<file path="src/rtl/core/bcd_pkg.sv">
// Shared types and constants of the button click event detector.
// Used by every module under rtl/core; depends on nothing else.
`default_nettype none

package bcd_pkg;

   typedef enum logic [2:0] {
      EV_NONE       = 3'd0,
      EV_DOWN       = 3'd1,
      EV_UP         = 3'd2,
      EV_REPEAT     = 3'd3,
      EV_SINGLE     = 3'd4,
      EV_DOUBLE     = 3'd5,
      EV_LONG_START = 3'd6,
      EV_LONG_HOLD  = 3'd7
   } event_type;

   localparam int unsigned CSR_INDEX_W = 2;
   localparam int unsigned CSR_DATA_W  = 16;

   localparam logic [CSR_INDEX_W-1:0] CSR_ACTIVE_LEVEL = 2'd0;
   localparam logic [CSR_INDEX_W-1:0] CSR_SETTLE_LEN   = 2'd1;
   localparam logic [CSR_INDEX_W-1:0] CSR_GAP_LEN      = 2'd2;
   localparam logic [CSR_INDEX_W-1:0] CSR_HOLD_LEN     = 2'd3;

   localparam logic        RESET_ACTIVE_LEVEL = 1'b0;
   localparam logic [3:0]  RESET_SETTLE_LEN   = 4'd3;
   localparam logic [15:0] RESET_GAP_LEN      = 16'd60;
   localparam logic [15:0] RESET_HOLD_LEN     = 16'd200;

   localparam int unsigned QUEUE_DEPTH = 2;

   typedef struct packed {
      logic        active_level;
      logic [3:0]  settle_len;
      logic [15:0] gap_len;
      logic [15:0] hold_len;
   } bcd_cfg_type;

   // One tick's worth of results: cnt items (one to three), all sharing the
   // latched event and repeat count. A status-only tick has cnt 1, fired 0.
   typedef struct packed {
      logic [1:0] cnt;
      logic       fired;
      event_type  ev0;
      event_type  ev1;
      event_type  ev2;
      event_type  latched;
      logic [3:0] repeat_count;
   } bcd_rec_type;

endpackage

`default_nettype wire

</file>
<file path="src/rtl/core/bcd_req_if.sv">
// Input channel of the button click event detector: one sampled pin level per tick.
// Stand-alone interface; no package dependency.
`default_nettype none

interface bcd_req_if;
   logic valid;
   logic ready;
   logic pin_level;

   modport source (output valid, output pin_level, input ready);
   modport sink   (input valid, input pin_level, output ready);
endinterface

`default_nettype wire

</file>
<file path="src/rtl/core/bcd_rsp_if.sv">
// Result channel of the button click event detector: one event or status item per transfer.
// Stand-alone interface; no package dependency.
`default_nettype none

interface bcd_rsp_if;
   logic       valid;
   logic       ready;
   logic       fired;
   logic [2:0] event_code;
   logic [2:0] latched_event;
   logic [3:0] repeat_count;
   logic       last;

   modport source (output valid, output fired, output event_code, output latched_event,
                   output repeat_count, output last, input ready);
   modport sink   (input valid, input fired, input event_code, input latched_event,
                   input repeat_count, input last, output ready);
endinterface

`default_nettype wire

</file>
<file path="src/rtl/core/button_click_event_detector.sv">
// The detector takes one pin sample per tick transfer and reports button events: press down,
// press up, repeat, single click, double click, long press start and long press hold. A tick
// is accepted in every cycle while the record queue (QueueDepth entries) has room; the front
// end debounces and classifies it in that same cycle. Each tick yields one to three result
// transfers, last marked, sent one per cycle from the single output register while the
// receiver is ready. A tick's record is written into the queue and its items are then
// loaded into the output register one at a time. There is no clearing pass after reset.
// Configuration must be written only while no results are outstanding.
// Depends on bcd_pkg, bcd_req_if, bcd_rsp_if, bcd_front, bcd_queue and bcd_back.
`default_nettype none

module button_click_event_detector #(
   parameter int unsigned QueueDepth = bcd_pkg::QUEUE_DEPTH
) (
   input  wire logic                               clock,
   input  wire logic                               reset,
   bcd_req_if.sink                                 req_if,
   bcd_rsp_if.source                               rsp_if,
   input  wire logic                               csr_we,
   input  wire logic [bcd_pkg::CSR_INDEX_W-1:0]    csr_index,
   input  wire logic [bcd_pkg::CSR_DATA_W-1:0]     csr_wdata
);
   import bcd_pkg::*;

   bcd_cfg_type cfg_ff;
   bcd_rec_type front_rec;
   bcd_rec_type head;
   logic        push;
   logic        pop;
   logic        head_valid;
   logic        q_full;

   always_ff @(posedge clock) begin
      if (reset) begin
         cfg_ff.active_level <= RESET_ACTIVE_LEVEL;
         cfg_ff.settle_len   <= RESET_SETTLE_LEN;
         cfg_ff.gap_len      <= RESET_GAP_LEN;
         cfg_ff.hold_len     <= RESET_HOLD_LEN;
      end else if (csr_we) begin
         case (csr_index)
            CSR_ACTIVE_LEVEL: cfg_ff.active_level <= csr_wdata[0];
            CSR_SETTLE_LEN:   cfg_ff.settle_len   <= csr_wdata[3:0];
            CSR_GAP_LEN:      cfg_ff.gap_len      <= csr_wdata[15:0];
            CSR_HOLD_LEN:     cfg_ff.hold_len     <= csr_wdata[15:0];
            default: begin
            end
         endcase
      end
   end

   bcd_front u_front (
      .clock  (clock),
      .reset  (reset),
      .req_if (req_if),
      .cfg    (cfg_ff),
      .q_full (q_full),
      .push   (push),
      .rec    (front_rec)
   );

   bcd_queue #(
      .Depth (QueueDepth)
   ) u_queue (
      .clock      (clock),
      .reset      (reset),
      .push       (push),
      .push_rec   (front_rec),
      .pop        (pop),
      .head       (head),
      .head_valid (head_valid),
      .full       (q_full)
   );

   bcd_back u_back (
      .clock      (clock),
      .reset      (reset),
      .head       (head),
      .head_valid (head_valid),
      .pop        (pop),
      .rsp_if     (rsp_if)
   );

endmodule

`default_nettype wire

</file>
<file path="src/rtl/core/bcd_front.sv">
// Front end: debounces each tick's pin sample, runs the click state machine and
// writes one result record per tick into the queue. Depends on bcd_pkg and bcd_req_if.
`default_nettype none

module bcd_front (
   input  wire logic                 clock,
   input  wire logic                 reset,
   bcd_req_if.sink                   req_if,
   input  wire bcd_pkg::bcd_cfg_type cfg,
   input  wire logic                 q_full,
   output logic                      push,
   output bcd_pkg::bcd_rec_type      rec
);
   import bcd_pkg::*;

   typedef enum logic [2:0] {
      ST_IDLE      = 3'd0,
      ST_HELD      = 3'd1,
      ST_RELEASED  = 3'd2,
      ST_REPRESSED = 3'd3,
      ST_LONG      = 3'd5
   } state_type;

   state_type   state_ff, state_in;
   logic [15:0] tick_ff, tick_in, tick_inc;
   logic [3:0]  dc_ff, dc_in, dc_inc;
   logic        stable_ff, stable_in, stable_cur;
   logic        primed_ff;
   logic [3:0]  repeat_ff, repeat_in, repeat_inc;
   event_type   latched_ff, latched_in;
   logic [1:0]  nev;
   event_type   ev0, ev1, ev2;
   logic        pressed;
   logic        pin;

   assign req_if.ready = !q_full;
   assign push         = req_if.valid && !q_full;
   assign pin          = req_if.pin_level;

   always_comb begin
      // The very first sample is taken as the debounced level outright.
      stable_cur = primed_ff ? stable_ff : pin;

      tick_inc = tick_ff;
      if (state_ff != ST_IDLE && tick_ff != 16'hFFFF) begin
         tick_inc = tick_ff + 16'd1;
      end

      dc_inc = (dc_ff != 4'hF) ? dc_ff + 4'd1 : dc_ff;
      stable_in = stable_cur;
      dc_in     = '0;
      if (pin != stable_cur) begin
         if (dc_inc >= cfg.settle_len) begin
            stable_in = pin;
         end else begin
            dc_in = dc_inc;
         end
      end

      pressed    = (stable_in == cfg.active_level);
      repeat_inc = (repeat_ff != 4'hF) ? repeat_ff + 4'd1 : repeat_ff;

      state_in   = state_ff;
      tick_in    = tick_inc;
      repeat_in  = repeat_ff;
      latched_in = latched_ff;
      nev        = 2'd0;
      ev0        = EV_NONE;
      ev1        = EV_NONE;
      ev2        = EV_NONE;

      case (state_ff)
         ST_IDLE: begin
            if (pressed) begin
               latched_in = EV_DOWN;
               ev0        = EV_DOWN;
               nev        = 2'd1;
               tick_in    = '0;
               repeat_in  = 4'd1;
               state_in   = ST_HELD;
            end else begin
               latched_in = EV_NONE;
            end
         end
         ST_HELD: begin
            if (!pressed) begin
               latched_in = EV_UP;
               ev0        = EV_UP;
               nev        = 2'd1;
               tick_in    = '0;
               state_in   = ST_RELEASED;
            end else if (tick_inc > cfg.hold_len) begin
               latched_in = EV_LONG_START;
               ev0        = EV_LONG_START;
               nev        = 2'd1;
               state_in   = ST_LONG;
            end
         end
         ST_RELEASED: begin
            if (pressed) begin
               // A re-press reports down, double on the second press, then repeat.
               latched_in = EV_DOWN;
               ev0        = EV_DOWN;
               repeat_in  = repeat_inc;
               if (repeat_inc == 4'd2) begin
                  ev1 = EV_DOUBLE;
                  ev2 = EV_REPEAT;
                  nev = 2'd3;
               end else begin
                  ev1 = EV_REPEAT;
                  nev = 2'd2;
               end
               tick_in  = '0;
               state_in = ST_REPRESSED;
            end else if (tick_inc > cfg.gap_len) begin
               // A double click is latched here but was already reported.
               if (repeat_ff == 4'd1) begin
                  latched_in = EV_SINGLE;
                  ev0        = EV_SINGLE;
                  nev        = 2'd1;
               end else if (repeat_ff == 4'd2) begin
                  latched_in = EV_DOUBLE;
               end
               state_in = ST_IDLE;
            end
         end
         ST_REPRESSED: begin
            if (!pressed) begin
               latched_in = EV_UP;
               ev0        = EV_UP;
               nev        = 2'd1;
               if (tick_inc < cfg.gap_len) begin
                  tick_in  = '0;
                  state_in = ST_RELEASED;
               end else begin
                  state_in = ST_IDLE;
               end
            end
         end
         ST_LONG: begin
            nev = 2'd1;
            if (pressed) begin
               latched_in = EV_LONG_HOLD;
               ev0        = EV_LONG_HOLD;
            end else begin
               latched_in = EV_UP;
               ev0        = EV_UP;
               state_in   = ST_IDLE;
            end
         end
         default: begin
            latched_in = EV_NONE;
            state_in   = ST_IDLE;
         end
      endcase

      rec.cnt          = (nev == 2'd0) ? 2'd1 : nev;
      rec.fired        = (nev != 2'd0);
      rec.ev0          = ev0;
      rec.ev1          = ev1;
      rec.ev2          = ev2;
      rec.latched      = latched_in;
      rec.repeat_count = repeat_in;
   end

   always_ff @(posedge clock) begin
      if (reset) begin
         state_ff   <= ST_IDLE;
         tick_ff    <= '0;
         dc_ff      <= '0;
         stable_ff  <= 1'b0;
         primed_ff  <= 1'b0;
         repeat_ff  <= '0;
         latched_ff <= EV_NONE;
      end else if (push) begin
         state_ff   <= state_in;
         tick_ff    <= tick_in;
         dc_ff      <= dc_in;
         stable_ff  <= stable_in;
         primed_ff  <= 1'b1;
         repeat_ff  <= repeat_in;
         latched_ff <= latched_in;
      end
   end

   // Only the idle state enters the held state, and it sets the count to one.
   a_held_single_press : assert property (@(posedge clock) disable iff (reset)
      (state_ff == ST_HELD) |-> (repeat_ff == 4'd1))
      else $error("held state with a press count other than one");

   // Leaving the released state by a re-press always reports at least down and repeat.
   a_repress_two_items : assert property (@(posedge clock) disable iff (reset)
      (push && state_ff == ST_RELEASED && state_in == ST_REPRESSED) |-> (rec.cnt >= 2'd2))
      else $error("re-press without repeat item");

endmodule

`default_nettype wire

</file>
<file path="src/rtl/core/bcd_queue.sv">
// Short queue of per-tick result records between front and back end.
// Depends on bcd_pkg.
`default_nettype none

module bcd_queue #(
   parameter int unsigned Depth = bcd_pkg::QUEUE_DEPTH
) (
   input  wire logic                 clock,
   input  wire logic                 reset,
   input  wire logic                 push,
   input  wire bcd_pkg::bcd_rec_type push_rec,
   input  wire logic                 pop,
   output bcd_pkg::bcd_rec_type      head,
   output logic                      head_valid,
   output logic                      full
);
   import bcd_pkg::*;

   localparam int unsigned PtrW = $clog2(Depth);
   localparam int unsigned CntW = $clog2(Depth + 1);

   bcd_rec_type     mem_ff [Depth];
   logic [PtrW-1:0] wr_ptr_ff, wr_ptr_in;
   logic [PtrW-1:0] rd_ptr_ff, rd_ptr_in;
   logic [CntW-1:0] count_ff, count_in;

   assign head       = mem_ff[rd_ptr_ff];
   assign head_valid = (count_ff != '0);
   assign full       = (count_ff == CntW'(Depth));

   always_comb begin
      wr_ptr_in = wr_ptr_ff;
      rd_ptr_in = rd_ptr_ff;
      count_in  = count_ff;
      if (push) begin
         wr_ptr_in = (wr_ptr_ff == PtrW'(Depth - 1)) ? '0 : wr_ptr_ff + 1'b1;
      end
      if (pop) begin
         rd_ptr_in = (rd_ptr_ff == PtrW'(Depth - 1)) ? '0 : rd_ptr_ff + 1'b1;
      end
      if (push && !pop) begin
         count_in = count_ff + 1'b1;
      end else if (pop && !push) begin
         count_in = count_ff - 1'b1;
      end
   end

   always_ff @(posedge clock) begin
      if (push) begin
         mem_ff[wr_ptr_ff] <= push_rec;
      end
   end

   always_ff @(posedge clock) begin
      if (reset) begin
         wr_ptr_ff <= '0;
         rd_ptr_ff <= '0;
         count_ff  <= '0;
      end else begin
         wr_ptr_ff <= wr_ptr_in;
         rd_ptr_ff <= rd_ptr_in;
         count_ff  <= count_in;
      end
   end

   a_no_pop_when_empty : assert property (@(posedge clock) disable iff (reset)
      pop |-> head_valid)
      else $error("record taken from an empty queue");

endmodule

`default_nettype wire

</file>
<file path="src/rtl/core/bcd_back.sv">
// Back end: expands each queued record into one to three result transfers
// through a registered output stage. Depends on bcd_pkg and bcd_rsp_if.
`default_nettype none

module bcd_back (
   input  wire logic                 clock,
   input  wire logic                 reset,
   input  wire bcd_pkg::bcd_rec_type head,
   input  wire logic                 head_valid,
   output logic                      pop,
   bcd_rsp_if.source                 rsp_if
);
   import bcd_pkg::*;

   logic       idx_ff, idx_hi_ff;
   logic [1:0] idx;
   logic       rsp_valid_ff;
   logic       fired_ff;
   event_type  event_ff, event_in;
   event_type  latched_ff;
   logic [3:0] repeat_ff;
   logic       last_ff;
   logic       load;
   logic       final_item;

   assign idx        = {idx_hi_ff, idx_ff};
   assign load       = head_valid && (!rsp_valid_ff || rsp_if.ready);
   assign final_item = (idx == head.cnt - 2'd1);
   assign pop        = load && final_item;

   always_comb begin
      case (idx)
         2'd0:    event_in = head.ev0;
         2'd1:    event_in = head.ev1;
         default: event_in = head.ev2;
      endcase
   end

   always_ff @(posedge clock) begin
      if (reset) begin
         rsp_valid_ff <= 1'b0;
         idx_ff       <= 1'b0;
         idx_hi_ff    <= 1'b0;
      end else begin
         if (load) begin
            rsp_valid_ff <= 1'b1;
         end else if (rsp_if.ready) begin
            rsp_valid_ff <= 1'b0;
         end
         if (pop) begin
            {idx_hi_ff, idx_ff} <= 2'd0;
         end else if (load) begin
            {idx_hi_ff, idx_ff} <= idx + 2'd1;
         end
      end
   end

   always_ff @(posedge clock) begin
      if (load) begin
         fired_ff   <= head.fired;
         event_ff   <= event_in;
         latched_ff <= head.latched;
         repeat_ff  <= head.repeat_count;
         last_ff    <= final_item;
      end
   end

   assign rsp_if.valid         = rsp_valid_ff;
   assign rsp_if.fired         = fired_ff;
   assign rsp_if.event_code    = event_ff;
   assign rsp_if.latched_event = latched_ff;
   assign rsp_if.repeat_count  = repeat_ff;
   assign rsp_if.last          = last_ff;

   // Releasing a record must coincide with loading its marked final item.
   a_pop_marks_last : assert property (@(posedge clock) disable iff (reset)
      pop |=> (rsp_valid_ff && last_ff))
      else $error("record released without a final item");

endmodule

`default_nettype wire

</file>
<file path="src/flat_wrapper.sv">
// flat-port wrapper written by rule: the top's interface ports become plain ports
module button_click_event_detector_flat import bcd_pkg::*;
#(
   parameter int unsigned QueueDepth = bcd_pkg::QUEUE_DEPTH
)
  (clock, reset, csr_we, csr_index, csr_wdata, req_if_valid, req_if_pin_level, req_if_ready, rsp_if_valid, rsp_if_fired, rsp_if_event_code, rsp_if_latched_event, rsp_if_repeat_count, rsp_if_last, rsp_if_ready);
  bcd_req_if req_if_i ();
  bcd_rsp_if rsp_if_i ();
  input  wire logic clock;
  input  wire logic reset;
  input  wire logic csr_we;
  input  wire logic [bcd_pkg::CSR_INDEX_W-1:0] csr_index;
  input  wire logic [bcd_pkg::CSR_DATA_W-1:0] csr_wdata;
  input wire logic [$bits(req_if_i.valid)-1:0] req_if_valid;
  input wire logic [$bits(req_if_i.pin_level)-1:0] req_if_pin_level;
  output wire logic [$bits(req_if_i.ready)-1:0] req_if_ready;
  output wire logic [$bits(rsp_if_i.valid)-1:0] rsp_if_valid;
  output wire logic [$bits(rsp_if_i.fired)-1:0] rsp_if_fired;
  output wire logic [$bits(rsp_if_i.event_code)-1:0] rsp_if_event_code;
  output wire logic [$bits(rsp_if_i.latched_event)-1:0] rsp_if_latched_event;
  output wire logic [$bits(rsp_if_i.repeat_count)-1:0] rsp_if_repeat_count;
  output wire logic [$bits(rsp_if_i.last)-1:0] rsp_if_last;
  input wire logic [$bits(rsp_if_i.ready)-1:0] rsp_if_ready;
  assign req_if_i.valid = req_if_valid;
  assign req_if_i.pin_level = req_if_pin_level;
  assign req_if_ready = req_if_i.ready;
  assign rsp_if_valid = rsp_if_i.valid;
  assign rsp_if_fired = rsp_if_i.fired;
  assign rsp_if_event_code = rsp_if_i.event_code;
  assign rsp_if_latched_event = rsp_if_i.latched_event;
  assign rsp_if_repeat_count = rsp_if_i.repeat_count;
  assign rsp_if_last = rsp_if_i.last;
  assign rsp_if_i.ready = rsp_if_ready;
  button_click_event_detector #(.QueueDepth(QueueDepth)) u_core (.clock(clock), .reset(reset), .req_if(req_if_i), .rsp_if(rsp_if_i), .csr_we(csr_we), .csr_index(csr_index), .csr_wdata(csr_wdata));
endmodule
</file>
<file path="config.mk">
export PLATFORM = sky130hd
export DESIGN_NAME = button_click_event_detector_flat
export DESIGN_NICKNAME = d
export VERILOG_FILES = /design/src/rtl/core/bcd_pkg.sv /design/src/rtl/core/bcd_req_if.sv /design/src/rtl/core/bcd_rsp_if.sv /design/src/rtl/core/button_click_event_detector.sv /design/src/rtl/core/bcd_front.sv /design/src/rtl/core/bcd_queue.sv /design/src/rtl/core/bcd_back.sv /design/src/flat_wrapper.sv
export SDC_FILE = /design/constraint.sdc
export NUM_CORES = 1
export LEC_CHECK = 0
export BUFFER_PORTS_ARGS = -buffer_cell sky130_fd_sc_hd__clkbuf_2
export CAP_MARGIN = 20
export CORE_MARGIN = 2
export CORE_UTILIZATION = 28
export DETAILED_ROUTE_END_ITERATION = 12
export GPL_TIMING_DRIVEN = 0
export HOLD_SLACK_MARGIN = 0.03
export PLACE_DENSITY_LB_ADDON = 0.05
export SLEW_MARGIN = 15
export SYNTH_ARGS = -nofsm -noshare
export SYNTH_HDL_FRONTEND = slang
export SYNTH_SLANG_ARGS = --single-unit
</file>
<file path="constraint.sdc">
create_clock -name clock -period 3.1 [get_ports clock]
set_input_delay 0.62 -clock clock [delete_from_list [all_inputs] [get_ports clock]]
set_output_delay 0.62 -clock clock [all_outputs]
set_load 0.02 [all_outputs]
</file>
==> results.md <==
- Arr. time, crit path: 3.79 ns
- Cells on worst reg2reg path: 14
- Chip Width: 154 um
- Ant diodes: 0
- Delay of the slowest cell on the worst path: 0.36 ns
- CP startpoint kind: flop
- Vias/cell: 4.88
- Hold Crit Class: in -> reg
- Die height: 154 um
- Int Pwr: 3.55 mW
- WL/cell: 16.5 um
- Synth unique cells: 65
- # setup viols final: 34
- CP max-delay cell: or3_4
- RD Place Congestion: 0.793
- Final cell count without fillers: 1073
- Commonest non-fill, non-tap cells in the layout: 102 x nand2_1, 65 x dfxtp_1, 61 x a21oi_1, 49 x inv_1, 44 x edfxtp_1
- Crit-path cells: and4_4, and4_4, a21oi_4, inv_2, or3_4, xnor2_4, ha_4, nand4_1, nor4_4, a21bo_4, a31oi_4, o211ai_1, a32oi_2, nand2_2
- Total global-route track usage: 15.4%
- Congestion Overflow GR: 0
- Post-synth EDFFs: 44
- Root buf cell: clkbuf_16
- Max_slew headroom: 43.3%
- Average cell area after synthesis: 9.27 um2
- Pre-antenna DRT Iters: 5
- Seq pwr share: 38.7%
- Clk_lat worst skew: 0.42 ns
- Clock power share: 36.5%
- Switching Share: 32.1%
- DIE AREA: 23800 um2
- Total power: 5.23 mW
- # rows: 54
- Placed inst area: 6900 um2
- Clock-pin slew on the worst setup and hold paths: 0.06 ns
- Initial Utilization: 28.7%
- Synthesized cell area: 6310 um2
- Crit path time final: 3.64 ns
- DRT iter0 DRCs: 258
- VDD IR max: 0.279 mV
- Mapped Cells: 681
- Worst Min Path Start: csr_wdata[11]
- CP Max Fanout: 5
- Final worst setup slack: -0.540 ns
- Fin nets: 848
- Final Cycle Share: 117%
- Power Density: 632 nW/um2
- #FFs+latches synth: 121
- Register area: 2890 um2
- WP data required: 3.25 ns
- Detail Route Antenna Nets: 0
- Final Cell Area: 8270 um2
- Hold slack: 0.436 ns
- First-pass GRT wire length: 28000 um
- Port Buf Inserts: 36
- Area grow syn2layout: 31.1%
- Max Freq: 275 MHz
- Sw power: 1.68 mW
- # DRC: 0
- DP HPWL: 12600 um
- Maximum buffer depth of the clock tree: 2
- Antenna violations before repair: 0
- Hold Crit Depth: 3
- Status: finished with violations
- CTS tree: done
- Slew @ Worst Pin: 0.848 ns
- CTS Sinks: 121
- Syn nets: 749
- Failing checks: negative setup slack
- Largest net degree at the start of global routing: 17
- Via count: 5234
- Slew Limit Fails: 0
- Top FF cell, synth: dfxtp_1
- # fillers: 2203
- Commonest non-fill, non-tap cell in the layout: nand2_1
- Max-Cap Viols: 0
- Number of global-route vias before repair: 5088
- Num CTS Buffers: 17
- RSZ-0062 raised after global routing: yes
- Worst Setup End Kind: flop
- Final hold violation count: 0
- Sequential area share after synthesis: 45.4%
- Static Leakage: 3.25 nW
- Most used cell, CP: and4_4
- CP startpoint: u_core.u_front.tick_ff[5]
- Total Wirelength: 17700 um
- Share of cells above drive strength 1: 28.5%
- Core ar.: 22000 um2
- Combinational share of power: 24.8%
- Pre-CTS setup slack: -0.996 ns
- Synth Warn #: 0
- Multi-input logic area: 3620 um2
- Htree depth: 4
- Final setup skew: 0.0104 ns
- CP Class: reg -> reg
- Worst r2r src: u_core.u_front.tick_ff[5]
- Synth async-reset ratio: 0%
- Number of instances in the placed design: 998
- Cts hold-fix bufs: 0
- I/O pin count: 38
## Yosys cell counts (2+ instances only)
master / count / area (um2)
inv_1: 50 / 188
nand2_1: 111 / 417
edfxtp_1: 44 / 1320
buf_2: 5 / 25.0
xnor2_1: 17 / 149
a211oi_1: 2 / 15.0
xor2_1: 7 / 61.3
clkbuf_1: 17 / 63.8
mux2_2: 13 / 146
and3_1: 5 / 31.3
o22ai_1: 2 / 12.5
nor2_1: 50 / 188
a21oi_1: 64 / 320
nand2b_1: 8 / 50.1
a21oi_2: 2 / 17.5
nand3_1: 13 / 65.1
a31oi_1: 6 / 37.5
o32ai_1: 3 / 26.3
and4_1: 3 / 26.3
or3_1: 4 / 25.0
nor4_1: 3 / 18.8
a21o_1: 2 / 15.0
a22oi_1: 3 / 22.5
nor3b_1: 2 / 15.0
nor3_1: 9 / 45.0
ha_1: 44 / 551
dfxtp_1: 77 / 1540
nor2b_1: 4 / 25.0
a22o_1: 7 / 61.3
o21bai_1: 2 / 15.0
nand4_1: 8 / 50.1
o211ai_1: 17 / 128
buf_1: 2 / 7.51
o2111ai_1: 3 / 26.3
and2_1: 4 / 25.0
or2_2: 4 / 25.0
o21a_1: 2 / 15.0
mux2i_1: 9 / 90.1
a311oi_1: 3 / 26.3
o21ai_0: 25 / 125
## layout make-up
cell class	count	area share (%)
Multi-Input combinational cell	485	43.8
Sequential cell	121	34.9
Timing Repair Buffer	80	6.49
Clock buffer	21	5.84
Tap cell	280	4.23
Inverter	50	2.27
Buffer	25	1.41
Clock inverter	11	1.04
## state kept, by name, indices dropped and copies added, names as in the netlist, named ones only
signal	count
u_core.u_front.dc_ff	4
u_core.u_front.tick_ff	16
u_core.u_queue.count_ff	2
u_core.u_back.idx_ff	1
u_core.u_queue.rd_ptr_ff	1
u_core.u_back.rsp_if.event_code	3
u_core.u_front.repeat_ff	4
u_core.u_queue.wr_ptr_ff	1
u_core.u_front.state_ff	3
u_core.u_front.primed_ff	1
u_core.u_front.stable_ff	1
u_core.u_back.rsp_if.latched_event	3
u_core.u_back.rsp_if.repeat_count	4
u_core.u_back.idx_hi_ff	1
u_core.cfg_ff	37
u_core.u_queue.mem_ff	32
u_core.u_front.latched_ff	3
u_core.u_back.rsp_if.fired	1
u_core.u_back.rsp_if.last	1
u_core.u_back.rsp_if.valid	1
## cell families after synthesis
kind of cell             Yosys count  synth area share, %
flip-flops                       121                 45.4
multiplexers                      23                 3.99
XOR/XNOR                          24                 3.33
adder cells (fa/ha/maj)           44                 8.72
AND/OR/NAND/NOR                  236                 17.3
AO/OA/AOI/OAI                    158                 16.7
buffers and inverters             75                 4.62
## worst paths after layout
path,to,slack [ns]
setup / recovery,u_core.u_queue.mem_ff[1][5],-0.54
hold / removal,u_core.cfg_ff[11],0.44
setup reg to reg,u_core.u_queue.mem_ff[1][5],-0.54
hold reg to reg,u_core.cfg_ff[25],0.46
## power by group through the flow
stage	sequential (mW)	combinational [mW]	clock, mW
after floorplan	2.14	0.713	0
after global placement	2.06	1.15	0
after detailed placement	2.06	1.16	0
after CTS	2.03	1.25	1.95
after global routing	2.05	1.44	2.04
final	2.02	1.30	1.91
## routing by layer
metal	up-vias	wire, um	track usage (%)	part of all wire (%)
met4	0	158	4.23	0.89
met1	2541	8040	19.3	45
met3	7	570	3.13	3.2
met5	-	0	0	0
met2	73	8970	26.8	51
li1	2613	-	-	-
## what timing repair did
item | 4_1_cts | 5_1_grt
buffers inserted | 22 | 22
gates resized for setup | 56 | 51
pin swaps | 40 | 39
setup endpoints to repair | 40 | 50
cloned | 0 | 0
## worst max-delay path, delay by kind of cell, from the launching register on
| kind | cells | cell delay, ns |
|---|---|---|
| XOR/XNOR | 1 | 0.18 |
| buffers and inverters | 1 | 0.06 |
| AO/OA/AOI/OAI | 5 | 1.15 |
| AND/OR/NAND/NOR | 6 | 1.40 |
| adder cells (fa/ha/maj) | 1 | 0.27 |
| flip-flops | 1 | 0.32 |
## metrics by stage
| step | util, % | setup TNS [ns] |
|---|---|---|
| after global placement | 31.4 | -24.76 |
| after floorplan | - | -0.515 |
| after CTS | 35.7 | -15.89 |
| after global routing | 37.7 | -20.05 |
| after detailed placement | 31.4 | -25.06 |
| final | 37.7 | -15.28 |
Power figures use the tool's default switching activity.
